==> config.mk <==
export PLATFORM = sky130hd
export DESIGN_NAME = bitmap_slot_allocator_core
export DESIGN_NICKNAME = d
export VERILOG_FILES = /design/src/hw/rtl/bsa_pkg.sv /design/src/hw/rtl/bsa_word_ram.sv /design/src/hw/rtl/bsa_summary.sv /design/src/hw/rtl/bitmap_slot_allocator_core.sv
export VERILOG_INCLUDE_DIRS = /design/src /design/src/hw/rtl
export SDC_FILE = /design/constraint.sdc
export NUM_CORES = 2
export LEC_CHECK = 0
export BUFFER_PORTS_ARGS = -buffer_cell sky130_fd_sc_hd__buf_4
export CAP_MARGIN = 20
export CORE_ASPECT_RATIO = 0.8
export CORE_MARGIN = 2
export CORE_UTILIZATION = 55
export CTS_CLUSTER_DIAMETER = 60
export DETAILED_ROUTE_END_ITERATION = 16
export PLACE_DENSITY = 0.82
export SKIP_LAST_GASP = 1
export SYNTH_ARGS = -nofsm -noshare
export SYNTH_HDL_FRONTEND = slang
export SYNTH_SLANG_ARGS = --single-unit
==> constraint.sdc <==
create_clock -name i_clk -period 9.4 [get_ports i_clk]
set_input_delay 1.88 -clock i_clk [delete_from_list [all_inputs] [get_ports i_clk]]
set_output_delay 1.88 -clock i_clk [all_outputs]
set_load 0.02 [all_outputs]
==> src/hw/rtl/bitmap_slot_allocator_core_macros.svh <==
// ---------------------------------------------------------------------------
// Bitmap slot allocator assertion macros
// Immediate-cycle and next-cycle property checks used by the core.
// ---------------------------------------------------------------------------
`ifndef BITMAP_SLOT_ALLOCATOR_CORE_MACROS_SVH
`define BITMAP_SLOT_ALLOCATOR_CORE_MACROS_SVH

`ifndef NO_ASSERTIONS
// check cons in the same cycle as ante
`define BSA_ASSERT_NOW(lbl, clk, rst_n, ante, cons) \
    lbl: assert property (@(posedge clk) disable iff (!(rst_n)) (ante) |-> (cons)) \
        else $error("bsa: same-cycle check failed");
// check cons in the cycle after ante
`define BSA_ASSERT_NEXT(lbl, clk, rst_n, ante, cons) \
    lbl: assert property (@(posedge clk) disable iff (!(rst_n)) (ante) |=> (cons)) \
        else $error("bsa: next-cycle check failed");
`else
`define BSA_ASSERT_NOW(lbl, clk, rst_n, ante, cons)
`define BSA_ASSERT_NEXT(lbl, clk, rst_n, ante, cons)
`endif

`endif

==> src/hw/rtl/bsa_pkg.sv <==
`timescale 1ns / 1ps
// ---------------------------------------------------------------------------
// Bitmap slot allocator package
// Sizes, codes, summary interface types and bit search functions.
// ---------------------------------------------------------------------------
package bsa_pkg;

    localparam int MAP_WORDS = 16;
    localparam int WORD_AW   = 4;
    localparam int SLOT_W    = 10;
    localparam int CNT_W     = 11;
    localparam int DATA_W    = 64;
    localparam logic [CNT_W-1:0] SLOT_CAP = 11'd1024;

    typedef enum logic [1:0] {
        ST_OK       = 2'd0,
        ST_FULL     = 2'd1,
        ST_BAD_FREE = 2'd2
    } t_status;

    localparam logic OP_ALLOC = 1'b0;
    localparam logic OP_FREE  = 1'b1;

    // per-word summary update, written with the bitmap word
    typedef struct packed {
        logic               we;
        logic [WORD_AW-1:0] word;
        logic               has_free;
        logic               has_used;
    } t_sum_upd;

    // summary search results around the queried word
    typedef struct packed {
        logic               free_found;
        logic [WORD_AW-1:0] free_word;
        logic               used_found;
        logic [WORD_AW-1:0] used_word;
    } t_sum_res;

    function automatic logic [2:0] lsb8(logic [7:0] v);
        logic [2:0] n;
        n = 3'd0;
        for (int i = 7; i >= 0; i--) begin
            if (v[i]) n = 3'(i);
        end
        return n;
    endfunction

    function automatic logic [2:0] msb8(logic [7:0] v);
        logic [2:0] n;
        n = 3'd0;
        for (int i = 0; i < 8; i++) begin
            if (v[i]) n = 3'(i);
        end
        return n;
    endfunction

    function automatic logic [5:0] lsb64(logic [63:0] v);
        logic [7:0] nz;
        logic [2:0] b;
        for (int i = 0; i < 8; i++) nz[i] = |v[i*8 +: 8];
        b = lsb8(nz);
        return {b, lsb8(v[{b, 3'b000} +: 8])};
    endfunction

    function automatic logic [5:0] msb64(logic [63:0] v);
        logic [7:0] nz;
        logic [2:0] b;
        for (int i = 0; i < 8; i++) nz[i] = |v[i*8 +: 8];
        b = msb8(nz);
        return {b, msb8(v[{b, 3'b000} +: 8])};
    endfunction

    function automatic logic [3:0] lsb16(logic [15:0] v);
        logic h;
        h = ~(|v[7:0]);
        return {h, lsb8(h ? v[15:8] : v[7:0])};
    endfunction

    function automatic logic [3:0] msb16(logic [15:0] v);
        logic h;
        h = |v[15:8];
        return {h, msb8(h ? v[15:8] : v[7:0])};
    endfunction

endpackage

==> src/hw/rtl/bsa_word_ram.sv <==
`timescale 1ns / 1ps
// ---------------------------------------------------------------------------
// Bitmap word memory
// One write and one registered read port; unwritten words read as all free.
// ---------------------------------------------------------------------------
module bsa_word_ram
    import bsa_pkg::*;
(
    input  logic               i_clk,
    input  logic               i_rst_n,
    input  logic               i_we,
    input  logic [WORD_AW-1:0] i_waddr,
    input  logic [DATA_W-1:0]  i_wdata,
    input  logic               i_re,
    input  logic [WORD_AW-1:0] i_raddr,
    output logic [DATA_W-1:0]  o_rdata
);

    logic [DATA_W-1:0]    r_mem [MAP_WORDS];
    logic [MAP_WORDS-1:0] r_vld;
    logic [DATA_W-1:0]    r_rdata;
    logic                 r_rd_vld;

    always_ff @(posedge i_clk) begin
        if (i_we) r_mem[i_waddr] <= i_wdata;
        if (i_re) r_rdata <= r_mem[i_raddr];
    end

    always_ff @(posedge i_clk) begin
        if (!i_rst_n) begin
            r_vld    <= '0;
            r_rd_vld <= 1'b0;
        end else begin
            if (i_we) r_vld[i_waddr] <= 1'b1;
            if (i_re) r_rd_vld <= r_vld[i_raddr];
        end
    end

    // a word never written holds its reset value: every slot free
    assign o_rdata = r_rd_vld ? r_rdata : '1;

endmodule

==> src/hw/rtl/bsa_summary.sv <==
`timescale 1ns / 1ps
// ---------------------------------------------------------------------------
// Bitmap word summary
// Per-word free/used flags and searches above and below a given word.
// ---------------------------------------------------------------------------
module bsa_summary
    import bsa_pkg::*;
(
    input  logic               i_clk,
    input  logic               i_rst_n,
    input  t_sum_upd           i_upd,
    input  logic [WORD_AW-1:0] i_word,
    output t_sum_res           o_res
);

    logic [MAP_WORDS-1:0] r_has_free;
    logic [MAP_WORDS-1:0] r_has_used;
    logic [MAP_WORDS-1:0] w_free_above;
    logic [MAP_WORDS-1:0] w_used_below;

    always_ff @(posedge i_clk) begin
        if (!i_rst_n) begin
            r_has_free <= '1;
            r_has_used <= '0;
        end else if (i_upd.we) begin
            r_has_free[i_upd.word] <= i_upd.has_free;
            r_has_used[i_upd.word] <= i_upd.has_used;
        end
    end

    // only words strictly above / below the queried one
    always_comb begin
        for (int i = 0; i < MAP_WORDS; i++) begin
            w_free_above[i] = r_has_free[i] && (WORD_AW'(i) > i_word);
            w_used_below[i] = r_has_used[i] && (WORD_AW'(i) < i_word);
        end
    end

    assign o_res.free_found = |w_free_above;
    assign o_res.free_word  = lsb16(w_free_above);
    assign o_res.used_found = |w_used_below;
    assign o_res.used_word  = msb16(w_used_below);

endmodule

==> src/hw/rtl/bitmap_slot_allocator_core.sv <==
`timescale 1ns / 1ps
// ---------------------------------------------------------------------------
// Bitmap slot allocator core
// First-free allocator of 1024 slots over sixteen 64-bit bitmap words.
// ---------------------------------------------------------------------------
// Usage:
//   Requests enter on the s_axis channel: tuser[0] selects allocate (0) or
//   free (1), tdata[9:0] names the slot to free. Each request gives exactly
//   one result word on m_axis: granted or freed slot, status, lowest free
//   slot and high-water mark after the request.
//   One request is in work at a time. Allocate while full goes straight
//   from S_IDLE to S_DONE; other requests read their word in S_RD, and add
//   S_RD2 when the next free word (allocate) or the last used word (free of
//   the top slot) lies in another bitmap word and a second read of the word
//   memory is needed. The input reopens as the result is loaded into the
//   output register.
//   The memory has a single read port: one read per cycle.
//   A per-word summary of free and used flags picks that second word at once.
//   Reset gives an all-free map at once (word valid bits, no clearing pass),
//   lowest free slot 0 and high-water mark 0.
//   The result sits in an output register; while the receiver stalls, the
//   block still accepts and works on the next request and holds its result
//   until the register drains.
// ---------------------------------------------------------------------------
`include "bitmap_slot_allocator_core_macros.svh"

module bitmap_slot_allocator_core
    import bsa_pkg::*;
(
    input  logic        i_clk,
    input  logic        i_rst_n,
    input  logic        s_axis_tvalid,
    output logic        s_axis_tready,
    input  logic [15:0] s_axis_tdata,  // [9:0] slot_to_free, [15:10] zero
    input  logic [0:0]  s_axis_tuser,  // [0] op
    output logic        m_axis_tvalid,
    input  logic        m_axis_tready,
    output logic [39:0] m_axis_tdata   // [9:0] slot_index, [11:10] status,
                                       // [22:12] lowest_free, [33:23] high_water
);

    typedef enum logic [1:0] {
        S_IDLE,
        S_RD,
        S_RD2,
        S_DONE
    } t_state;

    t_state             r_state, n_state;
    logic               r_op, n_op;
    logic [SLOT_W-1:0]  r_slot, n_slot;
    t_status            r_status, n_status;
    logic [WORD_AW-1:0] r_w2, n_w2;
    logic [CNT_W-1:0]   r_lowest, n_lowest;
    logic [CNT_W-1:0]   r_hw, n_hw;
    logic               r_out_valid, n_out_valid;
    logic [39:0]        r_out_data, n_out_data;

    logic               ram_we, ram_re;
    logic [WORD_AW-1:0] ram_raddr;
    logic [DATA_W-1:0]  ram_rdata;
    logic [DATA_W-1:0]  w_mask, w_new;
    logic [WORD_AW-1:0] w_word;
    logic [CNT_W-1:0]   w_slot_p1;
    t_sum_upd           sum_upd;
    t_sum_res           sum_res;

    bsa_word_ram u_ram (
        .i_clk   (i_clk),
        .i_rst_n (i_rst_n),
        .i_we    (ram_we),
        .i_waddr (w_word),
        .i_wdata (w_new),
        .i_re    (ram_re),
        .i_raddr (ram_raddr),
        .o_rdata (ram_rdata)
    );

    bsa_summary u_sum (
        .i_clk   (i_clk),
        .i_rst_n (i_rst_n),
        .i_upd   (sum_upd),
        .i_word  (w_word),
        .o_res   (sum_res)
    );

    assign w_word    = r_slot[SLOT_W-1:6];
    assign w_mask    = DATA_W'(1) << r_slot[5:0];
    assign w_new     = (r_op == OP_ALLOC) ? (ram_rdata & ~w_mask) : (ram_rdata | w_mask);
    assign w_slot_p1 = {1'b0, r_slot} + CNT_W'(1);

    // summary follows every bitmap write
    assign sum_upd.we       = ram_we;
    assign sum_upd.word     = w_word;
    assign sum_upd.has_free = |w_new;
    assign sum_upd.has_used = ~(&w_new);

    assign s_axis_tready = (r_state == S_IDLE);
    assign m_axis_tvalid = r_out_valid;
    assign m_axis_tdata  = r_out_data;

    always_comb begin
        n_state     = r_state;
        n_op        = r_op;
        n_slot      = r_slot;
        n_status    = r_status;
        n_w2        = r_w2;
        n_lowest    = r_lowest;
        n_hw        = r_hw;
        n_out_valid = r_out_valid && !m_axis_tready;
        n_out_data  = r_out_data;
        ram_we      = 1'b0;
        ram_re      = 1'b0;
        ram_raddr   = w_word;

        case (r_state)
            S_IDLE: begin
                if (s_axis_tvalid) begin
                    n_op     = s_axis_tuser[0];
                    n_status = ST_OK;
                    if (s_axis_tuser[0] == OP_ALLOC) begin
                        if (r_lowest[CNT_W-1]) begin
                            // map full: report and leave state alone
                            n_status = ST_FULL;
                            n_slot   = '0;
                            n_state  = S_DONE;
                        end else begin
                            n_slot    = r_lowest[SLOT_W-1:0];
                            ram_re    = 1'b1;
                            ram_raddr = r_lowest[SLOT_W-1:6];
                            n_state   = S_RD;
                        end
                    end else begin
                        n_slot    = s_axis_tdata[SLOT_W-1:0];
                        ram_re    = 1'b1;
                        ram_raddr = s_axis_tdata[SLOT_W-1:6];
                        n_state   = S_RD;
                    end
                end
            end
            S_RD: begin
                n_state = S_DONE;
                if (r_op == OP_ALLOC) begin
                    ram_we = 1'b1;
                    if (w_slot_p1 > r_hw) n_hw = w_slot_p1;
                    if (|w_new) begin
                        n_lowest = {1'b0, w_word, lsb64(w_new)};
                    end else if (sum_res.free_found) begin
                        // next free slot lives in a higher word: fetch it
                        ram_re    = 1'b1;
                        ram_raddr = sum_res.free_word;
                        n_w2      = sum_res.free_word;
                        n_state   = S_RD2;
                    end else begin
                        n_lowest = SLOT_CAP;
                    end
                end else if (ram_rdata[r_slot[5:0]]) begin
                    // slot already free: drop the request
                    n_status = ST_BAD_FREE;
                    n_slot   = '0;
                end else begin
                    ram_we = 1'b1;
                    if ({1'b0, r_slot} < r_lowest) n_lowest = {1'b0, r_slot};
                    if (w_slot_p1 >= r_hw) begin
                        if (~(&w_new)) begin
                            n_hw = {1'b0, w_word, msb64(~w_new)} + CNT_W'(1);
                        end else if (sum_res.used_found) begin
                            // top used slot lives in a lower word: fetch it
                            ram_re    = 1'b1;
                            ram_raddr = sum_res.used_word;
                            n_w2      = sum_res.used_word;
                            n_state   = S_RD2;
                        end else begin
                            n_hw = '0;
                        end
                    end
                end
            end
            S_RD2: begin
                n_state = S_DONE;
                if (r_op == OP_ALLOC) begin
                    n_lowest = {1'b0, r_w2, lsb64(ram_rdata)};
                end else begin
                    n_hw = {1'b0, r_w2, msb64(~ram_rdata)} + CNT_W'(1);
                end
            end
            S_DONE: begin
                // hold the result until the output register has room
                if (!r_out_valid || m_axis_tready) begin
                    n_out_valid = 1'b1;
                    n_out_data  = {6'b0, r_hw, r_lowest, r_status, r_slot};
                    n_state     = S_IDLE;
                end
            end
            default: n_state = S_IDLE;
        endcase
    end

    always_ff @(posedge i_clk) begin
        if (!i_rst_n) begin
            r_state     <= S_IDLE;
            r_out_valid <= 1'b0;
            r_lowest    <= '0;
            r_hw        <= '0;
        end else begin
            r_state     <= n_state;
            r_out_valid <= n_out_valid;
            r_lowest    <= n_lowest;
            r_hw        <= n_hw;
            r_op        <= n_op;
            r_slot      <= n_slot;
            r_status    <= n_status;
            r_w2        <= n_w2;
            r_out_data  <= n_out_data;
        end
    end

    // every slot below the lowest free one is in use, so it cannot pass the mark
    `BSA_ASSERT_NOW(a_lowest_le_hw, i_clk, i_rst_n, 1'b1, r_lowest <= r_hw)
    // a full map is reported exactly as the capacity
    `BSA_ASSERT_NOW(a_full_exact, i_clk, i_rst_n, r_lowest[CNT_W-1], r_lowest == SLOT_CAP)
    // an error result never names a slot
    `BSA_ASSERT_NOW(a_err_slot_zero, i_clk, i_rst_n,
        m_axis_tvalid && (m_axis_tdata[11:10] != ST_OK), m_axis_tdata[9:0] == '0)
    // an accepted request leaves the idle state
    `BSA_ASSERT_NEXT(a_busy_after_accept, i_clk, i_rst_n,
        s_axis_tvalid && s_axis_tready, r_state != S_IDLE)

endmodule
==> results.cfg <==
[worst_hold_path]
hp-class = flop to flop

[grt]
grt_pass1_wl_um = 246500
grt_pass1_vias = 35990
overflow = 0
grt_max_degree = 107
grtUsageTotal_pct = 32.15
antenna_found_initial = 4

[clock_network]
cts-root-buf = clkbuf_16
cts_max_level = 3
ctsHoldBuffers = 0
ctsResizeCount = 0
cts.sinks = 1211
clkTransAtPathRegs_ps = 60
clockBufferDepth = 3
cts_tree = done
clock_latency_ps = 750
cts_buffers = 110
cts_setup_buffers = 0

[synth]
synth_mux_area_share_pct = 14.03
synth_top_family_by_area = multiplexers
synth-async-reset-ratio_pct = 0
synth_ff_type = edfxtp_1
synth_xor_xnor_area_share_pct = 0.2804
synthSimpleGateAreaFrac_pct = 8.058
yosysWarnings = 0
synth-edff-count = 1139
synth_compound_area_share_pct = 10.65
yosys.area_share.adder_pct = 0.7122
ys_seq_area_share_pct = 63.40
synthCells = 4110
synth_seq_cells = 1211
avgSynthCellArea_sq_um = 13.68
ys_types = 111
syn_area_sq_um = 56220

[placed_design]
place.gp.congestion = 1.044
post_dp_cell_area_sq_um = 58430
numPortBuffers = 50
dp_hpwl_um = 110000

[run]
drv_cap = 0

[worst_setup_path]
arrival_ps = 8350
critical_path_required_ps = 10000
startpoint_type = flop
cp-end-kind = flop
criticalPathCategory = flop to flop
crit_fanout = 20

[route]
avgViaCountPerCell = 6.747
drc_errors = 0
num_vias = 37680
wire_per_inst_um = 30.76
finalWirelength_um = 171800
first_iter_violations = 5429
drtAntennaViolNets = 0
first_pass_iters = 6

[sta]
hold_ws_ps = 432.6
period_minus_slack_ps = 7754
hold_viol = 0
setup-violations-final = 0
skew_ps = 40.83
worstMarginPinSlew_ps = 1212
drv_slew = 0
fmax_mhz = 129.0
period_share_pct = 82.49
finalSetupTns_ps = 0
rsz0062_at_grt = no
relSlewSlack_pct = 18.52

[die]
die_x_um = 361.5
fp.dieH_um = 290.0
dieArea_sq_um = 104800
io_pins = 63
core_sq_um = 101000
start_util_pct = 55.68
rows = 104

[finish]
drive_gt1_share_pct = 13.88
fin_nets = 4213
area.growth.synth_to_final_pct = 10.57
fin_area_sq_um = 62160

[power_and_ir_drop]
p_leak_nw = 23.11
power_density_nw_per_um2 = 218.8
ir_drop_uv = 186.8
power_mw = 13.60

[status]
status = finished, final reports clean
==> sequential cells by signal, indices dropped and copies added, names as in the netlist <==
| register | count |
|---|---|
| m_axis_tdata | 34 |
| m_axis_tvalid | 1 |
| r_hw | 11 |
| r_lowest | 11 |
| r_op | 1 |
| r_slot | 10 |
| r_state | 2 |
| r_status | 2 |
| r_w2 | 4 |
| u_ram.r_mem | 1024 |
| u_ram.r_rd_vld | 1 |
| u_ram.r_rdata | 64 |
| u_ram.r_vld | 16 |
| u_sum.r_has_free | 15 |
| u_sum.r_has_used | 15 |
==> Yosys cell counts, types with 15 or more instances <==
cell      count  share of area (%)
o22ai_1      34               0.38
a21oi_1     126                1.1
a22oi_1      79                1.1
nand4_1      26               0.29
edfxtp_1   1139                 61
buf_1        19               0.13
nand2b_1     37               0.41
o211ai_1    152                2.0
ha_1         32               0.71
mux2_2      140                2.8
nor4_1       27               0.30
a31oi_1      25               0.28
mux2i_1     599                 11
nand3_1     119                1.1
a211oi_1     54               0.72
a221oi_1     17               0.26
nor2b_1      46               0.51
a211o_1      21               0.33
inv_1        76               0.51
o21a_1       30               0.40
a311oi_1     25               0.39
and2_1       24               0.27
o21ai_0      98               0.87
a21o_1       25               0.33
nand2_1     266                1.8
nor3_1       71               0.63
nor2_1      175                1.2
clkbuf_1    108               0.72
and3_1       15               0.17
buf_4        28               0.37
buf_2       110               0.98
or2_2        16               0.18
dfxtp_1      72                2.6
==> per-layer routing <==
metal | vias up | global-route usage [%] | share of wire [%]
met5 | - | 0 | 0.012
met4 | 2 | 11.32 | 3.6
met3 | 361 | 7.945 | 12
met2 | 2316 | 46.82 | 43
met1 | 18790 | 47.11 | 41
li1 | 16220 | - | -
==> area by class of cell <==
type	instances	area [sq um]
clock buffers	130	2849
clock inverters	79	794.5
fillers	7401	38810
repair buffers	205	1724
diodes	3	7.507
flip-flops and latches	1211	35650
well taps	1325	1658
inverters	79	296.5
multi-input cells	2553	19190
==> cells by family after synthesis <==
kind of cell | Yosys count
flops | 1211
simple gates | 903
compound gates | 841
mux | 753
buf+inv | 351
fa+ha+maj | 32
xor+xnor | 18
other cells | 1
==> report_power, final <==
group,switching (mW),internal [mW]
Sequential,0.367,6.08
Combinational,1.66,0.990
Clock,1.99,2.51
==> through the flow <==
stage          setup slack (ps)  util [%]  instances
2_1_floorplan            -347.7         -       4115
3_3_place_gp               1988     57.85       5363
3_5_place_dp               2007     57.87       5366
4_1_cts                    1942     61.48       5575
5_1_grt                    1630     61.55       5582
6_report                   1646     61.56       5585
==> critical path: stages, from the launching register on <==
cell	delay, ps
edfxtp_1	620
buf_4	300
inv_1	120
ha_1	770
nand3b_1	460
nor3_1	390
o22ai_1	200
a2111oi_1	770
nand2_1	270
or4b_1	1010
nor2_4	300
o221ai_1	170
and3_1	250
o22ai_1	620
and2_4	590
buf_4	350
a22oi_1	190
nand3_1	120
==> worst paths after layout <==
path,from,end,slack [ps],cells past startpoint
min,r_status[1]$_SDFFCE_PP1P_,m_axis_tdata[11]$_DFFE_PP_,430,0
min reg2reg,r_status[1]$_SDFFCE_PP1P_,m_axis_tdata[11]$_DFFE_PP_,430,0
max,r_slot[1]$_SDFFCE_PP0P_,u_ram.r_rdata[34]$_DFFE_PP_,1650,17
max reg2reg,r_slot[1]$_SDFFCE_PP0P_,u_ram.r_rdata[34]$_DFFE_PP_,1650,17
==> placed cells by master, fill, tap and decap left out, drive strengths merged, types with 18 or more instances in the layout <==
master,Yosys,routed
edfxtp,1139,1139
mux2i,599,599
nand2,267,267
buf,163,205
nor2,178,178
o211ai,152,152
mux2,140,140
clkbuf,109,130
a21oi,127,127
nand3,119,119
o21ai,104,104
inv,77,85
a22oi,79,79
dfxtp,72,72
nor3,72,72
clkinv,2,56
a211oi,54,54
nor2b,47,47
nand2b,37,37
o22ai,34,34
ha,32,32
o21a,30,30
nor4,29,29
nand4,27,27
a311oi,25,25
a21o,25,25
a31oi,25,25
and2,24,24
a211o,21,21
or2,18,18
No activity file was read; power rests on OpenSTA's default activity.
